<file path="src/rtl/yay0_pkg.sv">
package yay0_pkg;

  // History window and result packing.
  localparam int WINDOW_DEPTH     = 4096;
  localparam int ADDR_W           = $clog2(WINDOW_DEPTH);
  localparam int BYTES_PER_RESULT = 8;
  localparam int LANE_W           = $clog2(BYTES_PER_RESULT);

  // Fixed field widths of the stream format.
  localparam int COUNT_W   = 4;   // byte_count field
  localparam int DIST_W    = 12;  // distance field of a link halfword
  localparam int LEN_SHIFT = 12;  // position of the length nibble in a link
  localparam int RUN_W     = 9;   // holds the longest run, 255 + 18
  localparam int BW_W      = 25;  // output length plus one run never exceeds this
  localparam int OLEN_W    = 24;
  localparam int LEFT_W    = 6;

  localparam logic [LEFT_W-1:0] MASK_BITS  = 6'd32;
  localparam logic [RUN_W-1:0]  SHORT_BIAS = 9'd2;
  localparam logic [RUN_W-1:0]  LONG_BIAS  = 9'd18;

  // Item kinds, both for the operation field and for next_need.
  localparam logic [1:0] NEED_MASK = 2'd0;
  localparam logic [1:0] NEED_LINK = 2'd1;
  localparam logic [1:0] NEED_RAW  = 2'd2;

  // Per-input status carried by every result beat of that input.
  typedef struct packed {
    logic       kind_error;
    logic       finished;
    logic [1:0] next_need;
  } meta_t;

endpackage

</file>
<file path="src/rtl/yay0_pack.sv">
module yay0_pack (
  input  logic                  clk,
  input  logic                  rst,
  input  logic                  push,
  input  logic [7:0]            push_byte,
  input  logic                  close,
  input  yay0_pkg::meta_t       meta,
  output logic                  ready,
  output logic                  m_tvalid,
  input  logic                  m_tready,
  output logic [71:0]           m_tdata,
  output logic                  m_tlast,
  output logic [3:0]            m_tuser
);

  logic [7:0]                     lane [yay0_pkg::BYTES_PER_RESULT];
  logic [yay0_pkg::LANE_W-1:0]    buf_cnt;
  logic [yay0_pkg::COUNT_W-1:0]   cnt_new;
  logic                           emit;
  logic [63:0]                    data_next;

  logic                           out_valid;
  logic [63:0]                    out_data;
  logic [yay0_pkg::COUNT_W-1:0]   out_cnt;
  logic                           out_last;
  yay0_pkg::meta_t                out_meta;

  assign ready = !out_valid || m_tready;

  always_comb begin
    cnt_new = yay0_pkg::COUNT_W'(buf_cnt) + yay0_pkg::COUNT_W'(push);
    emit    = close ||
              (push && buf_cnt == yay0_pkg::LANE_W'(yay0_pkg::BYTES_PER_RESULT - 1));
    data_next = '0;
    for (int i = 0; i < yay0_pkg::BYTES_PER_RESULT; i++) begin
      if (yay0_pkg::COUNT_W'(i) < cnt_new) begin
        if (push && yay0_pkg::LANE_W'(i) == buf_cnt) begin
          data_next[i*8 +: 8] = push_byte;
        end else begin
          data_next[i*8 +: 8] = lane[i];
        end
      end
    end
  end

  always_ff @(posedge clk) begin
    if (push) begin
      lane[buf_cnt] <= push_byte;
    end
    if (emit) begin
      out_data <= data_next;
      out_cnt  <= cnt_new;
      out_last <= close;
      out_meta <= meta;
    end
    if (rst) begin
      buf_cnt   <= '0;
      out_valid <= 1'b0;
    end else begin
      if (emit) begin
        buf_cnt <= '0;
      end else if (push) begin
        buf_cnt <= buf_cnt + 1'b1;
      end
      if (emit) begin
        out_valid <= 1'b1;
      end else if (m_tready) begin
        out_valid <= 1'b0;
      end
    end
  end

  assign m_tvalid = out_valid;
  assign m_tdata  = {4'b0000, out_cnt, out_data};
  assign m_tlast  = out_last;
  assign m_tuser  = out_meta;

endmodule
</file>
<file path="config.mk">
export PLATFORM = sky130hd
export DESIGN_NAME = yay0_pack
export DESIGN_NICKNAME = d
export VERILOG_FILES = /design/src/rtl/yay0_pkg.sv /design/src/rtl/yay0_pack.sv
export SDC_FILE = /design/constraint.sdc
export NUM_CORES = 1
export LEC_CHECK = 0
export ABC_AREA = 1
export ABC_CLOCK_PERIOD_IN_PS = 3050
export BUFFER_PORTS_ARGS = -buffer_cell sky130_fd_sc_hd__buf_2
export CORE_UTILIZATION = 45
export CTS_CLUSTER_SIZE = 10
export DETAILED_ROUTE_END_ITERATION = 12
export GPL_TIMING_DRIVEN = 1
export PLACE_DENSITY = 0.77
export SYNTH_ARGS = -nofsm -noshare
export SYNTH_HDL_FRONTEND = slang
export SYNTH_SLANG_ARGS = --single-unit
</file>
<file path="constraint.sdc">
create_clock -name clk -period 3.05 [get_ports clk]
set_input_delay 0 -clock clk [delete_from_list [all_inputs] [get_ports clk]]
set_output_delay 0 -clock clk [all_outputs]
set_load 0.01 [all_outputs]
</file>
==> reports/qor.yml <==
global_route:
  grt_max_degree: 39
  grt_overflow_total: 0
  global_routing_usage_summed_across_all_routing_layers_pct: 18.0
  antenna_found_initial: 0
  global_route_wire_length_before_repair_mm: 19.1
  grt_pass1_vias: 3893
timing:
  min_period_ns: 2.12
  totalNegativeSetupSlack_ns: 0
  worst_slew_margin_pct: 51.6
  slew_violations: 0
  worst_clock_skew_ns: 0.00757
  worst_pin_slew_ns: 0.723
  period_share_pct: 69.6
  finalSetupViolCount: 0
  achievable-frequency_mhz: 471
  final_hold_viol_count: 0
  grt_setup_unrepaired: "false"
place:
  portBuffers: 91
  numPlacedInstances: 788
  place.gp.congestion: 0.842
  place_hpwl_mm: 7.67
die:
  die-area_um2: 13900
  start_util_pct: 47.0
  boundaryPins: 96
  die-width_um: 118
  core_area_um2: 12800
  die_height_um: 118
  row_count: 41
finish:
  final_nets: 667
  layout-drive-gt1-share_pct: 22.1
  n_fill_cell: 1042
  area_growth_pct: 20.5
  antenna_cells_inserted: 0
  layoutNonFillerInstCount: 827
critical_path:
  worst_r2r_path_depth: 5
  timing.critical_path.required_ns: 3.16
  worstSetupStartpointType: "flip-flop"
  setup.worst_path.class: "reg2reg"
  critical_path_peak_fanout: 27
  worst_setup_path_end_kind: "flip-flop"
  critPathArrivalTime_ns: 2.23
cts:
  cts_repair_resize_count: 0
  buffers_inserted_during_post_cts_setup_optimization: 0
  tritoncts: "built"
  clock_sinks: 141
  max-clock-path-buffers: 2
  cts_buffers: 17
  cts.reportedPaths.clkPinSlew_ns: 0.06
  clk-insertion-delay-late_ns: 0.41
  root_buffer: "sky130_fd_sc_hd__clkbuf_16"
  clock_tree.htree_level_count: 4
route:
  drt.antenna.violating_nets: 0
  dr.first_iter.drc_count: 294
  wl_mm: 11.8
  overall_via_count_from_detail_route: 3960
  wl_per_cell_um: 14.3
  drt-pass1-iter-count: 5
  via_per_inst: 4.79
  drt_drc_violations_left: 0
yosys:
  synth.ff_latch_count: 141
  syn_area_um2: 6020
  synth_seq_area_share_pct: 69.6
  synth-async-reset-ratio_pct: 0
  synthesis.instances: 536
  synth_flop_cell: "sky130_fd_sc_hd__edfxtp_1"
  avgSynthCellArea_um2: 11.2
  edff_count_synth: 137
  yosys.cell_types.count: 25
  yosys_warnings: 0
pwr:
  ir_drop_v: 0.000351
  power_density_nw_per_um2: 600
  cellLeakagePower_nw: 3.49
run_status:
  outcome: "finished clean"
worst_hold_path:
  min-delay-path-class: "in2reg"
  hold_path_cell_cnt: 1
run:
  timing.max_cap.violations: 0
-- stage by stage --
stage / cell area, µm² / total power [W] / hold WS (ns) / util, % / worst slack (ns)
global placement: 6620 / 0.00246 / 0.178 / 51.6 / 0.992
floorplan: 6040 / 0.00236 / 0.0694 / - / 0.109
finish: 7260 / 0.00435 / 0.0267 / 56.6 / 0.928
global route: 7260 / 0.00449 / 0.0185 / 56.6 / 0.811
detailed placement: 6620 / 0.00246 / 0.173 / 51.6 / 0.935
CTS: 7260 / 0.00439 / 0.00932 / 56.6 / 0.897
-- placed cells by master (no fill, tap or decap), drive strengths merged --
cell | synthesis | final
nand3b | 1 | 1
a31oi | 1 | 1
inv | 80 | 81
nor2 | 11 | 11
clkbuf | 1 | 20
nand2 | 211 | 211
buf | 17 | 95
o21ai | 14 | 14
edfxtp | 137 | 137
dfxtp | 4 | 4
clkinv | 0 | 6
or2 | 1 | 1
a21oi | 11 | 11
nand3 | 14 | 14
clkinvlp | 0 | 4
conb | 1 | 4
dlygate4sd3 | 0 | 7
nand4 | 24 | 24
bufinv | 0 | 1
ha | 8 | 8
-- per-layer routing --
metal | share of wire, % | vias up | track usage [%]
li1 | - | 1972 | -
met1 | 43 | 1808 | 22.6
met2 | 48 | 154 | 29.1
met3 | 5.9 | 26 | 4.31
met4 | 2.5 | 0 | 8.89
met5 | 0 | - | 0
-- final cells by class --
class	count	area, µm²	share of cell area, %
repair buffers	102	581	8.00
well taps	172	215	2.96
inverters	80	303	4.17
clock inverters	12	114	1.57
multi-input cells	300	1400	19.2
clock buffers	20	457	6.29
flip-flops and latches	141	4190	57.8
-- critical path, stage by stage, from the launching register on --
cell and delay, ns:
sky130_fd_sc_hd__dfxtp_1 0.50, sky130_fd_sc_hd__ha_1 0.25, sky130_fd_sc_hd__ha_1 0.20, sky130_fd_sc_hd__nand2_4 0.08
sky130_fd_sc_hd__nand2_2 0.50, sky130_fd_sc_hd__buf_12 0.27
-- sequential cells by signal, summed over array words and instances (netlist names) --
name and flops:
lane 64, out_data 64, m_tuser 4, out_cnt 4, buf_cnt 3, m_tlast 1
m_tvalid 1
-- kinds of logic (layout without fill, tap and decap cells) --
| kind of cell | after synthesis | after routing | share of synthesized area [%] |
|---|---|---|---|
| other | 1 | 4 | 0.0622 |
| AND/OR/NAND/NOR | 262 | 262 | 19.0 |
| adder cells (fa/ha/maj) | 8 | 8 | 1.66 |
| flip-flops | 141 | 141 | 69.6 |
| buffers and inverters | 98 | 214 | 7.44 |
| AO/OA/AOI/OAI | 26 | 26 | 2.18 |
-- path summary, 6_finish.rpt --
| check | startpoint | slack (ns) | to |
|---|---|---|---|
| worst max register to register | buf_cnt[1]$_SDFFE_PP0P_ | 0.93 | out_data[41]$_SDFFCE_PP0P_ |
| worst min register to register | buf_cnt[0]$_SDFFE_PP0P_ | 0.54 | buf_cnt[0]$_SDFFE_PP0P_ |
| worst min-delay path | push_byte[7] | 0.03 | lane[7][7]$_DFFE_PP_ |
| worst max-delay path | buf_cnt[1]$_SDFFE_PP0P_ | 0.93 | out_data[41]$_SDFFCE_PP0P_ |
-- report_power, final --
group | internal (W) | leakage, nW | total [W] | switching, W
Clock | 0.00117 | 0.269 | 0.00192 | 0.000754
Sequential | 0.00219 | 1.36 | 0.00220 | 0.0000164
Combinational | 0.0000720 | 1.86 | 0.000229 | 0.000157
Total | 0.00342 | 3.49 | 0.00435 | 0.000928
-- cell usage after synthesis (2+ instances only) --
cell	count	share of area [%]
sky130_fd_sc_hd__nand4_1	24	2.5
sky130_fd_sc_hd__buf_2	5	0.42
sky130_fd_sc_hd__nor2_1	8	0.50
sky130_fd_sc_hd__dfxtp_1	4	1.3
sky130_fd_sc_hd__inv_2	3	0.19
sky130_fd_sc_hd__a21oi_1	11	0.91
sky130_fd_sc_hd__edfxtp_1	137	68
sky130_fd_sc_hd__buf_4	5	0.62
sky130_fd_sc_hd__nand3_1	9	0.75
sky130_fd_sc_hd__nand2_2	4	0.42
sky130_fd_sc_hd__nor2_4	3	0.56
sky130_fd_sc_hd__nand2_4	2	0.37
sky130_fd_sc_hd__nand2_1	205	13
sky130_fd_sc_hd__inv_1	76	4.7
sky130_fd_sc_hd__o21ai_0	14	1.2
sky130_fd_sc_hd__buf_6	7	1.3
sky130_fd_sc_hd__nand3_2	4	0.66
sky130_fd_sc_hd__ha_1	8	1.7
-- timing repair --
| item | CTS | global route |
|---|---|---|
| hold endpoints to repair | 9 | 0 |
| setup endpoints to repair | 0 | 0 |
| hold buffers | 7 | 0 |
(Power assumes the default switching activity.)
